**src/hw/rtl/mcct_pkg.sv**
```systemverilog
// Package for the multi-channel countdown timer bank.
// Holds sizes, command and result codes, and the queue entry types.
// Depends on nothing; every other file of the block uses it.
package mcct_pkg;

  // Number of timer channels in the bank.
  localparam int unsigned CHANNELS = 8;

  // Index and counter widths that follow from the channel count.
  localparam int unsigned CH_IDX_W = (CHANNELS > 1) ? $clog2(CHANNELS) : 1;
  localparam int unsigned CNT_W    = $clog2(CHANNELS + 1);

  // Fixed field widths of the request and result channels.
  localparam int unsigned FUNC_W    = 3;
  localparam int unsigned CHANNEL_W = 3;
  localparam int unsigned PERIOD_W  = 32;
  localparam int unsigned KIND_W    = 2;
  localparam int unsigned HANDLE_W  = 4;
  localparam int unsigned TICK_W    = 32;

  // Depth of the command queue between front and back.
  localparam int unsigned QUEUE_DEPTH = 2;

  // Command codes as they arrive on the request channel.
  typedef enum logic [FUNC_W-1:0] {
    FUNC_TICK  = 3'd0,
    FUNC_SET   = 3'd1,
    FUNC_START = 3'd2,
    FUNC_STOP  = 3'd3,
    FUNC_RESET = 3'd4,
    FUNC_ALLOC = 3'd5
  } func_e;

  // Classified operations handed to the back end.
  typedef enum logic [2:0] {
    OP_TICK,
    OP_SET,
    OP_START,
    OP_STOP,
    OP_RESET,
    OP_ALLOC,
    OP_NOP
  } op_e;

  // Result kinds.
  typedef enum logic [KIND_W-1:0] {
    KIND_EXPIRED = 2'd0,
    KIND_HANDLE  = 2'd1,
    KIND_DONE    = 2'd2
  } kind_e;

  // Back end sequencer states.
  typedef enum logic {
    ST_IDLE,
    ST_EMIT
  } back_state_e;

  // One classified command.
  typedef struct packed {
    op_e                 op;
    logic [CH_IDX_W-1:0] ch;
    logic [PERIOD_W-1:0] period;
    logic                one_shot;
  } cmd_t;

  // Head of the command queue as seen by the back end.
  typedef struct packed {
    logic valid;
    cmd_t cmd;
  } cmdq_t;

endpackage

```
**src/hw/rtl/mcct_stream_if.sv**
```systemverilog
// Valid/ready channel interfaces for requests and results of the timer bank.
// Depends on mcct_pkg for the field widths.

// Request channel: one command per request.
interface mcct_cmd_if;
  logic                          valid;
  logic                          ready;
  logic [mcct_pkg::FUNC_W-1:0]    func;
  logic [mcct_pkg::CHANNEL_W-1:0] channel;
  logic [mcct_pkg::PERIOD_W-1:0]  period;
  logic                          one_shot;

  modport source (output valid, func, channel, period, one_shot, input ready);
  modport sink   (input valid, func, channel, period, one_shot, output ready);
endinterface

// Result channel: one event per non-tick request and one per tick expiry.
interface mcct_evt_if;
  logic                         valid;
  logic                         ready;
  logic [mcct_pkg::KIND_W-1:0]   event_kind;
  logic [mcct_pkg::CHANNEL_W-1:0] expired_channel;
  logic [mcct_pkg::HANDLE_W-1:0] handle;
  logic [mcct_pkg::TICK_W-1:0]   tick_count;
  logic                         last;

  modport source (output valid, event_kind, expired_channel, handle, tick_count, last,
                  input ready);
  modport sink   (input valid, event_kind, expired_channel, handle, tick_count, last,
                  output ready);
endinterface

```
**src/hw/rtl/mcct_front.sv**
```systemverilog
// Front end of the timer bank: accepts command requests, classifies them
// and holds them in a short queue. Depends on mcct_pkg and mcct_stream_if.
module mcct_front (
  input  logic            clk_i,
  input  logic            rst_ni,
  mcct_cmd_if.sink        cmd_i,
  output mcct_pkg::cmdq_t q_o,
  input  logic            pop_i
);

  localparam int unsigned DEPTH = mcct_pkg::QUEUE_DEPTH;
  localparam int unsigned PTR_W = (DEPTH > 1) ? $clog2(DEPTH) : 1;
  localparam int unsigned CQ_W  = $clog2(DEPTH + 1);
  localparam int unsigned CHW   = mcct_pkg::CH_IDX_W;

  mcct_pkg::cmd_t   cls_cmd;
  mcct_pkg::cmd_t   mem_q [DEPTH];
  logic             ch_ok;
  logic             push;
  logic [PTR_W-1:0] wr_ptr_q, wr_ptr_d;
  logic [PTR_W-1:0] rd_ptr_q, rd_ptr_d;
  logic [CQ_W-1:0]  count_q, count_d;

  // Classify the request; commands on a missing channel become no-ops.
  always_comb begin
    ch_ok            = int'(cmd_i.channel) < int'(mcct_pkg::CHANNELS);
    cls_cmd.ch       = CHW'(cmd_i.channel);
    cls_cmd.period   = cmd_i.period;
    cls_cmd.one_shot = cmd_i.one_shot;
    case (mcct_pkg::func_e'(cmd_i.func))
      mcct_pkg::FUNC_TICK:  cls_cmd.op = mcct_pkg::OP_TICK;
      mcct_pkg::FUNC_SET:   cls_cmd.op = ch_ok ? mcct_pkg::OP_SET : mcct_pkg::OP_NOP;
      mcct_pkg::FUNC_START: cls_cmd.op = ch_ok ? mcct_pkg::OP_START : mcct_pkg::OP_NOP;
      mcct_pkg::FUNC_STOP:  cls_cmd.op = ch_ok ? mcct_pkg::OP_STOP : mcct_pkg::OP_NOP;
      mcct_pkg::FUNC_RESET: cls_cmd.op = ch_ok ? mcct_pkg::OP_RESET : mcct_pkg::OP_NOP;
      mcct_pkg::FUNC_ALLOC: cls_cmd.op = mcct_pkg::OP_ALLOC;
      default:              cls_cmd.op = mcct_pkg::OP_NOP;
    endcase
  end

  // Queue control: accept while there is room.
  assign cmd_i.ready = (count_q != CQ_W'(DEPTH));
  assign push        = cmd_i.valid && cmd_i.ready;

  always_comb begin
    wr_ptr_d = wr_ptr_q;
    rd_ptr_d = rd_ptr_q;
    count_d  = count_q;
    if (push) begin
      wr_ptr_d = (wr_ptr_q == PTR_W'(DEPTH - 1)) ? '0 : wr_ptr_q + 1'b1;
    end
    if (pop_i) begin
      rd_ptr_d = (rd_ptr_q == PTR_W'(DEPTH - 1)) ? '0 : rd_ptr_q + 1'b1;
    end
    if (push && !pop_i) begin
      count_d = count_q + 1'b1;
    end else if (!push && pop_i) begin
      count_d = count_q - 1'b1;
    end
  end

  always_ff @(posedge clk_i or negedge rst_ni) begin
    if (!rst_ni) begin
      wr_ptr_q <= '0;
      rd_ptr_q <= '0;
      count_q  <= '0;
    end else begin
      wr_ptr_q <= wr_ptr_d;
      rd_ptr_q <= rd_ptr_d;
      count_q  <= count_d;
    end
  end

  // Queue storage.
  always_ff @(posedge clk_i) begin
    if (push) begin
      mem_q[wr_ptr_q] <= cls_cmd;
    end
  end

  // Head of the queue.
  assign q_o.valid = (count_q != '0);
  assign q_o.cmd   = mem_q[rd_ptr_q];

`ifndef SYNTH
  a_count_bounded: assert property (@(posedge clk_i) disable iff (!rst_ni)
    count_q <= CQ_W'(DEPTH))
    else $error("command queue count beyond its depth");

  a_pop_needs_entry: assert property (@(posedge clk_i) disable iff (!rst_ni)
    pop_i |-> count_q != '0)
    else $error("command queue popped while empty");

  a_push_only_grows: assert property (@(posedge clk_i) disable iff (!rst_ni)
    (push && !pop_i) |=> count_q == $past(count_q) + 1'b1)
    else $error("command queue count did not follow a push");
`endif

endmodule

```
**src/hw/rtl/mcct_back.sv**
```systemverilog
// Back end of the timer bank: executes queued commands on the channel state
// and serializes results and expiry events into an output register.
// Depends on mcct_pkg and mcct_stream_if.
module mcct_back (
  input  logic            clk_i,
  input  logic            rst_ni,
  input  mcct_pkg::cmdq_t q_i,
  output logic            pop_o,
  mcct_evt_if.source      evt_o
);

  localparam int unsigned N    = mcct_pkg::CHANNELS;
  localparam int unsigned CHW  = mcct_pkg::CH_IDX_W;
  localparam int unsigned CNTW = mcct_pkg::CNT_W;
  localparam int unsigned PW   = mcct_pkg::PERIOD_W;
  localparam int unsigned TW   = mcct_pkg::TICK_W;
  localparam int unsigned HW   = mcct_pkg::HANDLE_W;
  localparam int unsigned OCW  = mcct_pkg::CHANNEL_W;

  // Channel state.
  logic [N-1:0]  enabled_q, enabled_d;
  logic [N-1:0]  single_q, single_d;
  logic [PW-1:0] remaining_q [N];
  logic [PW-1:0] remaining_d [N];
  logic [PW-1:0] reload_q [N];
  logic [PW-1:0] reload_d [N];
  logic [CNTW-1:0] handles_q, handles_d;
  logic [TW-1:0]   ticks_q, ticks_d;

  // Sequencer.
  mcct_pkg::back_state_e state_q, state_d;
  logic [N-1:0]   mask_q, mask_d;
  logic [N-1:0]   active;
  logic [N-1:0]   expire;
  logic [N-1:0]   sel_oh;
  logic [CHW-1:0] sel_idx;
  logic           slot_free;
  logic           is_tick;
  logic           load;

  // Output register.
  logic            out_valid_q, out_valid_d;
  mcct_pkg::kind_e kind_q, kind_d;
  logic [OCW-1:0]  xch_q, xch_d;
  logic [HW-1:0]   handle_q, handle_d;
  logic [TW-1:0]   tcount_q, tcount_d;
  logic            last_q, last_d;

  assign slot_free = !out_valid_q || evt_o.ready;
  assign is_tick   = (q_i.cmd.op == mcct_pkg::OP_TICK);

  // Per-channel lanes: which channels count and which expire on a tick.
  always_comb begin
    for (int i = 0; i < N; i++) begin
      active[i] = enabled_q[i] && (CNTW'(i) < handles_q);
      expire[i] = active[i] && (remaining_q[i] == PW'(1));
    end
  end

  // Lowest pending expiry.
  always_comb begin
    sel_idx = '0;
    for (int i = N - 1; i >= 0; i--) begin
      if (mask_q[i]) begin
        sel_idx = CHW'(i);
      end
    end
    sel_oh = mask_q & (~mask_q + N'(1));
  end

  // Next state.
  always_comb begin
    state_d = state_q;
    case (state_q)
      mcct_pkg::ST_IDLE: begin
        if (q_i.valid && is_tick && (expire != '0)) begin
          state_d = mcct_pkg::ST_EMIT;
        end
      end
      mcct_pkg::ST_EMIT: begin
        if (slot_free && (mask_q == sel_oh)) begin
          state_d = mcct_pkg::ST_IDLE;
        end
      end
      default: state_d = mcct_pkg::ST_IDLE;
    endcase
  end

  // Sequencer outputs: queue pop, output load and pending mask.
  always_comb begin
    pop_o    = 1'b0;
    load     = 1'b0;
    mask_d   = mask_q;
    kind_d   = kind_q;
    xch_d    = xch_q;
    handle_d = handle_q;
    tcount_d = tcount_q;
    last_d   = last_q;
    case (state_q)
      mcct_pkg::ST_IDLE: begin
        if (q_i.valid && (is_tick || slot_free)) begin
          pop_o = 1'b1;
        end
        if (pop_o && is_tick) begin
          mask_d = expire;
        end
        if (pop_o && !is_tick) begin
          load     = 1'b1;
          xch_d    = '0;
          tcount_d = ticks_q;
          last_d   = 1'b1;
          if (q_i.cmd.op == mcct_pkg::OP_ALLOC) begin
            kind_d   = mcct_pkg::KIND_HANDLE;
            handle_d = HW'(handles_q);
          end else begin
            kind_d   = mcct_pkg::KIND_DONE;
            handle_d = '0;
          end
        end
      end
      mcct_pkg::ST_EMIT: begin
        if (slot_free) begin
          load     = 1'b1;
          mask_d   = mask_q & ~sel_oh;
          kind_d   = mcct_pkg::KIND_EXPIRED;
          xch_d    = OCW'(sel_idx);
          handle_d = '0;
          tcount_d = ticks_q;
          last_d   = (mask_q == sel_oh);
        end
      end
      default: ;
    endcase
    if (load) begin
      out_valid_d = 1'b1;
    end else if (evt_o.ready) begin
      out_valid_d = 1'b0;
    end else begin
      out_valid_d = out_valid_q;
    end
  end

  // Command execution on the channel state.
  always_comb begin
    enabled_d   = enabled_q;
    single_d    = single_q;
    remaining_d = remaining_q;
    reload_d    = reload_q;
    handles_d   = handles_q;
    ticks_d     = ticks_q;
    if (pop_o) begin
      case (q_i.cmd.op)
        mcct_pkg::OP_TICK: begin
          ticks_d = ticks_q + 1'b1;
          for (int i = 0; i < N; i++) begin
            if (expire[i]) begin
              remaining_d[i] = reload_q[i];
              if (single_q[i]) begin
                enabled_d[i] = 1'b0;
              end
            end else if (active[i]) begin
              remaining_d[i] = remaining_q[i] - 1'b1;
            end
          end
        end
        mcct_pkg::OP_SET: begin
          single_d[q_i.cmd.ch]    = q_i.cmd.one_shot;
          remaining_d[q_i.cmd.ch] = q_i.cmd.period;
          reload_d[q_i.cmd.ch]    = q_i.cmd.period;
        end
        mcct_pkg::OP_START: begin
          remaining_d[q_i.cmd.ch] = reload_q[q_i.cmd.ch];
          enabled_d[q_i.cmd.ch]   = 1'b1;
        end
        mcct_pkg::OP_STOP: begin
          enabled_d[q_i.cmd.ch] = 1'b0;
        end
        mcct_pkg::OP_RESET: begin
          enabled_d[q_i.cmd.ch]   = 1'b0;
          remaining_d[q_i.cmd.ch] = reload_q[q_i.cmd.ch];
        end
        mcct_pkg::OP_ALLOC: begin
          if (handles_q < CNTW'(N)) begin
            handles_d = handles_q + 1'b1;
          end
        end
        default: ;
      endcase
    end
  end

  // Channel state and sequencer registers.
  always_ff @(posedge clk_i or negedge rst_ni) begin
    if (!rst_ni) begin
      enabled_q   <= '0;
      single_q    <= '0;
      handles_q   <= '0;
      ticks_q     <= '0;
      state_q     <= mcct_pkg::ST_IDLE;
      mask_q      <= '0;
      out_valid_q <= 1'b0;
      for (int i = 0; i < N; i++) begin
        remaining_q[i] <= '0;
        reload_q[i]    <= '0;
      end
    end else begin
      enabled_q   <= enabled_d;
      single_q    <= single_d;
      handles_q   <= handles_d;
      ticks_q     <= ticks_d;
      state_q     <= state_d;
      mask_q      <= mask_d;
      out_valid_q <= out_valid_d;
      remaining_q <= remaining_d;
      reload_q    <= reload_d;
    end
  end

  // Output payload register.
  always_ff @(posedge clk_i) begin
    kind_q   <= kind_d;
    xch_q    <= xch_d;
    handle_q <= handle_d;
    tcount_q <= tcount_d;
    last_q   <= last_d;
  end

  assign evt_o.valid           = out_valid_q;
  assign evt_o.event_kind      = kind_q;
  assign evt_o.expired_channel = xch_q;
  assign evt_o.handle          = handle_q;
  assign evt_o.tick_count      = tcount_q;
  assign evt_o.last            = last_q;

`ifndef SYNTH
  a_emit_has_work: assert property (@(posedge clk_i) disable iff (!rst_ni)
    state_q == mcct_pkg::ST_EMIT |-> mask_q != '0)
    else $error("emit state entered with no pending expiry");

  a_no_pop_in_emit: assert property (@(posedge clk_i) disable iff (!rst_ni)
    state_q == mcct_pkg::ST_EMIT |-> !pop_o)
    else $error("command taken while expiries are still pending");

  a_tick_advances: assert property (@(posedge clk_i) disable iff (!rst_ni)
    (pop_o && q_i.cmd.op == mcct_pkg::OP_TICK) |=> ticks_q == $past(ticks_q) + 1'b1)
    else $error("tick count did not advance on a tick");

  a_handles_bounded: assert property (@(posedge clk_i) disable iff (!rst_ni)
    handles_q <= CNTW'(N))
    else $error("handle count beyond the channel count");
`endif

endmodule

```
**src/hw/rtl/multi_channel_countdown_timer.sv**
```systemverilog
// Multi-channel countdown timer bank, top level.
// Path: an accepted command waits in the command queue and its result is then
// registered in the output register; a tick's expiries go from the queue
// via the pending expiry mask into the single output register. No command is
// taken until all expiries are out; a non-tick one waits for a free register.
// Reset: asynchronous, active low; all channels, handles and ticks clear to 0.
module multi_channel_countdown_timer (
  input  logic       clk_i,
  input  logic       rst_ni,
  mcct_cmd_if.sink   cmd_i,
  mcct_evt_if.source evt_o
);

  mcct_pkg::cmdq_t q_head;
  logic            q_pop;

  // Request acceptance, classification and queueing.
  mcct_front u_front (
    .clk_i  (clk_i),
    .rst_ni (rst_ni),
    .cmd_i  (cmd_i),
    .q_o    (q_head),
    .pop_i  (q_pop)
  );

  // Command execution and event serialization.
  mcct_back u_back (
    .clk_i  (clk_i),
    .rst_ni (rst_ni),
    .q_i    (q_head),
    .pop_o  (q_pop),
    .evt_o  (evt_o)
  );

endmodule

```
**src/flat_wrapper.sv**
```systemverilog
// flat-port wrapper written by rule: the top's interface ports become plain ports
module multi_channel_countdown_timer_flat 
  (clk_i, rst_ni, cmd_i_valid, cmd_i_func, cmd_i_channel, cmd_i_period, cmd_i_one_shot, cmd_i_ready, evt_o_valid, evt_o_event_kind, evt_o_expired_channel, evt_o_handle, evt_o_tick_count, evt_o_last, evt_o_ready);
  mcct_cmd_if cmd_i_i ();
  mcct_evt_if evt_o_i ();
  input  logic clk_i;
  input  logic rst_ni;
  input wire logic [$bits(cmd_i_i.valid)-1:0] cmd_i_valid;
  input wire logic [$bits(cmd_i_i.func)-1:0] cmd_i_func;
  input wire logic [$bits(cmd_i_i.channel)-1:0] cmd_i_channel;
  input wire logic [$bits(cmd_i_i.period)-1:0] cmd_i_period;
  input wire logic [$bits(cmd_i_i.one_shot)-1:0] cmd_i_one_shot;
  output wire logic [$bits(cmd_i_i.ready)-1:0] cmd_i_ready;
  output wire logic [$bits(evt_o_i.valid)-1:0] evt_o_valid;
  output wire logic [$bits(evt_o_i.event_kind)-1:0] evt_o_event_kind;
  output wire logic [$bits(evt_o_i.expired_channel)-1:0] evt_o_expired_channel;
  output wire logic [$bits(evt_o_i.handle)-1:0] evt_o_handle;
  output wire logic [$bits(evt_o_i.tick_count)-1:0] evt_o_tick_count;
  output wire logic [$bits(evt_o_i.last)-1:0] evt_o_last;
  input wire logic [$bits(evt_o_i.ready)-1:0] evt_o_ready;
  assign cmd_i_i.valid = cmd_i_valid;
  assign cmd_i_i.func = cmd_i_func;
  assign cmd_i_i.channel = cmd_i_channel;
  assign cmd_i_i.period = cmd_i_period;
  assign cmd_i_i.one_shot = cmd_i_one_shot;
  assign cmd_i_ready = cmd_i_i.ready;
  assign evt_o_valid = evt_o_i.valid;
  assign evt_o_event_kind = evt_o_i.event_kind;
  assign evt_o_expired_channel = evt_o_i.expired_channel;
  assign evt_o_handle = evt_o_i.handle;
  assign evt_o_tick_count = evt_o_i.tick_count;
  assign evt_o_last = evt_o_i.last;
  assign evt_o_i.ready = evt_o_ready;
  multi_channel_countdown_timer u_core (.clk_i(clk_i), .rst_ni(rst_ni), .cmd_i(cmd_i_i), .evt_o(evt_o_i));
endmodule
```
**config.mk**
```make
export PLATFORM = sky130hd
export DESIGN_NAME = multi_channel_countdown_timer_flat
export DESIGN_NICKNAME = d
export VERILOG_FILES = /design/src/hw/rtl/mcct_pkg.sv /design/src/hw/rtl/mcct_stream_if.sv /design/src/hw/rtl/mcct_front.sv /design/src/hw/rtl/mcct_back.sv /design/src/hw/rtl/multi_channel_countdown_timer.sv /design/src/flat_wrapper.sv
export SDC_FILE = /design/constraint.sdc
export NUM_CORES = 2
export LEC_CHECK = 0
export BUFFER_PORTS_ARGS = -buffer_cell sky130_fd_sc_hd__buf_2
export CAP_MARGIN = 30
export CORE_MARGIN = 2
export CORE_UTILIZATION = 57
export CTS_CLUSTER_SIZE = 28
export DETAILED_ROUTE_END_ITERATION = 10
export PLACE_DENSITY = 0.77
export SLEW_MARGIN = 0
export SYNTH_ARGS = -nofsm -noshare
export SYNTH_HDL_FRONTEND = slang
export SYNTH_SLANG_ARGS = --single-unit
```
**constraint.sdc**
```tcl
create_clock -name clk_i -period 3.2 [get_ports clk_i]
set_input_delay 0.32 -clock clk_i [delete_from_list [all_inputs] [get_ports clk_i]]
set_output_delay 0.32 -clock clk_i [all_outputs]
set_load 0.01 [all_outputs]
```
Word-level counts from Yosys, hierarchy flattened
Memories as Yosys holds them, arrays and structs flattened.
Index checks and enable logic that the tools add are counted.
Storage, ports and cells
  register bits: 620
  RAM bits: 78
  output and inout bits: 44
  word-level logic and storage cells: 278
  memories: 1
Operators by class
  add/sub/neg operators: 15
  magnitude comparators: 13
  equality and inequality tests: 47
  muxes and demuxes: 91
  bitwise gates (word level): 9
  reduce and logical (&&, ||, !) cells: 64
Memory list
  u_core.u_front.mem_q: words 2, width 39, read ports 1, clocked after Yosys merged registers in 0, wr ports 1, line mcct_front.sv:17  | mcct_pkg::cmd_t mem_q [DEPTH];
Operator list (count)
  256-bit bitwise mux: 3
  256-bit one-hot mux with 3 select lines: 1
  32-bit 2-to-1 mux: 21
  32-bit by 1-bit == test with 1-bit output, second input constant: 8
  32-bit by 1-bit subtractor with 32-bit output, second input constant: 8
  32-bit binary-select mux with 3-bit select: 1
  32-bit demux with 3-bit select: 1
  32-bit one-hot mux with 2 select lines: 1
  2-bit != test, second input constant: 19
  32-bit by 1-bit adder with 32-bit output, second input constant: 1
  1-bit 2-to-1 mux: 32
  4-bit AND reduction: 8
  3-bit 2-to-1 mux: 10
  1-bit logical AND: 27
  3-bit AND reduction: 9
  8-bit AND: 3
  3-bit != test, second input constant: 8
  8-bit inverter: 3
  8-bit one-hot mux with 3 select lines: 1
  3-bit one-hot mux with 6 select lines: 1
  3-bit by 4-bit less-than comparator with 1-bit output, first input constant: 4
  8-bit 2-to-1 mux: 2
  8-bit one-hot mux with 2 select lines: 1
  3-bit by 2-bit == test with 1-bit output, second input constant: 4
  other kinds (35): 62

Longest topological paths before layout
  depth in word-level cells: 10
  gate-level depth with buffers: 13

Hierarchy
A second synthesis with hierarchy kept.
Unflattened totals
  cells, all modules: 3744
  area, all modules: 38324.3 um^2
By module, submodules not included
  mcct_back: instances 1, cells each 3602, area each 35288.8 um^2, sequential area each 15625.0 um^2
  mcct_front: instances 1, cells each 142, area each 3035.4 um^2, sequential area each 2442.3 um^2

Worst setup path before layout
OpenSTA, ideal clock, no wires.
  path type: register to register
  start: register u_core.u_back.state_q
  end: register u_core.u_back.kind_q[0], in the netlist u_core.u_back.evt_o.event_kind[0] (enable)
  library setup time: 0.441 ns
  arrival: 2.928 ns
  path slack: -0.169 ns
  stages on the path, launching flop included: 6
  path buffers: 1
  clock period less this slack: 3.369 ns
  cells stage by stage: dfrtp_1 clkbuf_1 o21bai_1 nor3_1 nor2_1 nor2_1
Between the ends
  cells in the longest elaborated chain, start to end: 3
  elaborated cells between the ends (all ways): 4
  classes of those cells: eq/ne: 2; bitwise: 1; reduce/logical: 1
RTL lines
  start: declaration: line mcct_back.sv:31  | mcct_pkg::back_state_e state_q, state_d;
  start signal: assignment: line mcct_back.sv:199  | state_q <= mcct_pkg::ST_IDLE;
  start signal: assignment: line mcct_back.sv:211  | state_q <= state_d;
  1-bit inverter
  2-bit != test (no source line)
  2-bit AND reduction (no source line) (*)
  end signal: assignment: line mcct_back.sv:221  | kind_q <= kind_d;
  end: declaration: line mcct_back.sv:43  | mcct_pkg::kind_e kind_q, kind_d;
Every way passes the cells marked *; elsewhere a longest branch is shown, timed or not.
A chain may end at the register's enable or synchronous reset.

Worst setup path in the final report
  start: memory u_core.u_front.mem_q[1][36] in the netlist's numbering
  end: register u_core.u_back.remaining_q[104] in the netlist's numbering
Between the ends
  cells in the longest elaborated chain, start to end: 8
  elaborated cells between the ends (all ways): 15
  classes of those cells: eq/ne: 4; mux: 4; reduce/logical: 6; memory: 1
RTL lines
  start: declaration: line mcct_front.sv:17
  memory read 2 x 39 bit (*)
  3-bit zero test: line mcct_back.sv:50, mcct_back.sv:152
  1-bit logical OR: line mcct_back.sv:101  | if (q_i.valid && (is_tick || slot_free)) begin
  1-bit logical AND: line mcct_back.sv:101
  1-bit 2-to-1 mux: line mcct_back.sv:101
  1-bit 2-to-1 mux (2 in series): line mcct_back.sv:99  | case (state_q)
  3-bit AND reduction (no source line)
  end signal: assignment: line mcct_back.sv:214  | remaining_q <= remaining_d;
  end: declaration: line mcct_back.sv:23  | logic [PW-1:0] remaining_q [N];
Every way passes the cells marked *; elsewhere a longest branch is shown, timed or not. The select of a mux whose other input is x is not followed.

==> flow_summary_export.csv <==
group,metric,value,unit
outcome,run_status,"complete, no violations",
detailed_routing,avgViaCountPerCell,7.14,
cells_and_area,fin_util,69.8,%
grt,grt_pass1_wl,252000,um
setup_path,cp_max_fo,20,
synth,synthFlopType,"dfrtp_1",
sta,max_freq,314,MHz
synth,synth_top_area_cell,"dfrtp_1",
die,rows,94,
synth,yosysTopAreaCellShare,38.4,%
hold_path,holdPathEnd,"u_core.u_front.wr_ptr_q$_DFFE_PN0P_",
sta,tightest_slew,0.919,ns
synth,yosysSeqAreaShare,48.0,%
clocking,cts_sinks,698,
sta,period_share,99.5,%
grt,antenna_found_initial,10,
power,irDropWorstVdd,0.000920,V
die,io_pins,87,
detailed_routing,routed.top_layer,"met5",
detailed_routing,num_vias,39300,
synth,post-synth-top-count-cell,"dfrtp_1",
power,finalPower,52.9,mW
synth,synth_fp_nets,4243,
clocking,numCtsBuffers,77,
job,maxCapViolations,0,
detailed_routing,drc,0,
die,start_util,57.4,%
clocking,cts.path.max_buffers,3,
setup_path,required,3.69,ns
setup_path,r2r_end,"u_core.u_back.remaining_q[104]$_DFFE_PN0P_",
grt,grt-ovfl-total,0,
cells_and_area,num-nets-final,4636,
sta,setup_viol,0,
clocking,cts_tree,"built",
placed_design,place_congestion,1.10,
setup_path,regToRegStartpoint,"u_core.u_front.mem_q[1][36]$_DFFE_PP_",
power,switching_share,48.2,%
setup_path,reg2reg_depth,9,
synth,syn_area,0.0376,mm^2
hold_path,hold_class,"in2reg",
grt,first_global_vias,36100,
synth,netlist_top_cells_area,"dfrtp_1 (38%), edfxtp_1 (9.6%), a21oi_1 (7.1%)",
power,switching_power,25.5,mW
synth,ys_types,101,
power,leakage,19.3,nW
synth,syn_area_per_cell,9.00,um^2
power,clkPwrFrac,18.1,%
synth,yosys-top-cells-count,"dfrtp_1 (578), nor2_1 (568), a21oi_1 (535)",
power,seqPwrFrac,31.5,%
die,fp.dieArea,0.0681,mm^2
setup_path,start_kind,"flop",
detailed_routing,dr_wl_met2,70500,um
grt,grtUsageTotal,51.8,%
placed_design,io_buffer_count,86,
setup_path,arrival,3.67,ns
hold_path,hold_start,"cmd_i_valid",
clocking,clock_latency,0.65,ns
synth,synth_edf_count,120,
synth,synthArstFlopShare,82.8,%
placed_design,dp_hpwl,129000,um
grt,grt_start_max_net_pins,84,
detailed_routing,drtIter0Drc,6665,
setup_path,r2r_slack,0.02,ns
sta,rsz0062_at_grt,"no",
sta,slew_violations,0,
sta,min_period,3.18,ns
power,combPwrFrac,50.4,%
setup_path,critPathCaptureType,"flop",
synth,syn_inst,4180,
clocking,path_clk_slew,0.05,ns
placed_design,dp_worst_setup_slack,-0.0392,ns
detailed_routing,wl_per_cell,32.3,um
detailed_routing,first_pass_iters,9,
clocking,cts-root-buf,"clkbuf_16",
hold_path,whs_path_depth,3,
detailed_routing,drt-met1-wl,62800,um
power,intPower,27.4,mW
detailed_routing,wl,178000,um
setup_path,path_class,"reg2reg",
power,power.density,1160,mW/mm^2
cells_and_area,syn2layout_area_growth,21.5,%
die,die_x,261,um
die,die_height,261,um
sta,setup_slack,0.0174,ns
sta,hold_viol_final,0,
detailed_routing,wl_met3,27500,um
synth,yosys_warnings,0,
detailed_routing,ant_nets,0,
clocking,h-tree-depth,3,
sta,fin_skew,0.0277,ns
synth,ys_ff_latch,698,
cells_and_area,drive_gt1_share,17.2,%
sta,slew_headroom,38.5,%
die,core,0.0655,mm^2
[through the flow]
step           setup TNS (ns)  cell area (um^2)  hold slack, ns  instances
4_1_cts                     0             45400          0.0775       5477
6_report                    0             45700          0.0872       5499
5_1_grt                     0             45700           0.111       5496
2_1_floorplan               0             37600          0.0244       4180
3_5_place_dp          -0.0722             42400           0.410       5299
3_3_place_gp           -0.644             42300           0.410       5295
[cell type report]
type                    instances  area [um^2]
fillers                      5006        19800
multi-input cells            3145        18500
flip-flops and latches        698        18100
repair buffers                596         5220
clock buffers                 105         2190
well taps                     864         1080
clock inverters                32          475
inverters                      55          206
diodes                          4         10.0
[metal layers]
metal	vias up	track usage [%]
met2	3242	70.4
met4	10	37.4
li1	16300	-
met3	843	20.5
met1	18900	66.8
met5	-	0.972
[cell usage in the layout (no fill, tap or decap), drive strengths merged, types with 38 or more instances in the layout]
master / netlist / layout
dfrtp: 578 / 578
nor2: 571 / 571
buf: 95 / 557
a21oi: 535 / 535
nand2: 383 / 383
o21ai: 272 / 272
nor3: 163 / 163
edfxtp: 120 / 120
clkbuf: 187 / 105
nand3: 99 / 99
nor4: 77 / 77
o22ai: 65 / 65
xnor2: 63 / 63
a221o: 63 / 63
mux2i: 60 / 60
o211ai: 58 / 58
inv: 55 / 57
o221ai: 48 / 48
a31oi: 48 / 48
a211oi: 45 / 45
or3: 42 / 42
a22oi: 39 / 39
dlygate4sd3: 0 / 39
xor2: 38 / 38
[timing repair]
item	in CTS	in global routing
gates resized for setup	2	18
gates cloned	0	0
pin swaps	0	3
setup endpoints to repair	6	120
buffers inserted	2	17
hold endpoints to repair	144	0
hold buffers	39	0
[state kept, by name (all words and copies together) (netlist names)]
name	cells
u_core.u_front.count_q	2
u_core.u_back.enabled_q	8
u_core.u_back.evt_o.valid	1
u_core.u_back.evt_o.expired_channel	3
u_core.u_back.evt_o.last	1
u_core.u_back.state_q	1
u_core.u_front.wr_ptr_q	1
u_core.u_back.handles_q	4
u_core.u_back.evt_o.handle	4
u_core.u_front.rd_ptr_q	1
u_core.u_back.ticks_q	32
u_core.u_back.evt_o.tick_count	32
u_core.u_back.remaining_q	256
u_core.u_back.single_q	8
u_core.u_back.evt_o.event_kind	2
u_core.u_front.mem_q	78
u_core.u_back.mask_q	8
u_core.u_back.reload_q	256
[cells by family (layout without fill, tap and decap cells)]
group,after synthesis,after routing,share of synthesized area (%)
adders and majority gates,23,23,0.745
muxes,85,85,2.49
xor gates and xnor gates,101,101,2.35
buffers and inverters,337,788,3.80
AOI/OAI and AO/OA,1388,1388,23.3
other,0,4,0
and+or+nand+nor,1548,1548,19.3
DFF,698,698,48.0
[worst max-delay path, stage by stage (launching register included)]
cell and delay, ns:
edfxtp_1 0.49, maj3_1 0.41, mux2_2 0.32, buf_4 0.17
a211oi_1 0.59, buf_4 0.34, o21ai_1 0.14, buf_12 0.18
o21ai_0 0.24, o211ai_1 0.13
[power by group through the flow]
| stage | Clock, mW | Combinational, mW | Sequential [mW] |
|---|---|---|---|
| 6_report | 9.57 | 26.6 | 16.7 |
| 3_5_place_dp | 0 | 24.7 | 16.4 |
| 4_1_cts | 9.53 | 24.9 | 16.3 |
| 2_1_floorplan | 0 | 13.3 | 14.4 |
| 5_1_grt | 9.89 | 27.4 | 16.7 |
| 3_3_place_gp | 0 | 24.4 | 16.3 |
[how the worst max path moves through the flow]
stage                                               start                                         end  slack [ns]  cells after the start
2_1_floorplan  u_core.u_back.remaining_q[116]$_DFFE_PN0P_  u_core.u_back.remaining_q[102]$_DFFE_PN0P_        0.33                     10
3_3_place_gp          u_core.u_front.rd_ptr_q$_DFFE_PN0P_  u_core.u_back.remaining_q[103]$_DFFE_PN0P_       -0.18                      9
3_5_place_dp          u_core.u_front.rd_ptr_q$_DFFE_PN0P_  u_core.u_back.remaining_q[198]$_DFFE_PN0P_       -0.04                     12
4_1_cts               u_core.u_front.rd_ptr_q$_DFFE_PN0P_   u_core.u_back.remaining_q[68]$_DFFE_PN0P_       0.003                     11
5_1_grt         u_core.u_back.remaining_q[91]$_DFFE_PN0P_   u_core.u_back.remaining_q[87]$_DFFE_PN0P_        0.03                      8
6_report            u_core.u_front.mem_q[1][36]$_DFFE_PP_  u_core.u_back.remaining_q[104]$_DFFE_PN0P_        0.02                      9
No activity file was read; power rests on OpenSTA's default activity.
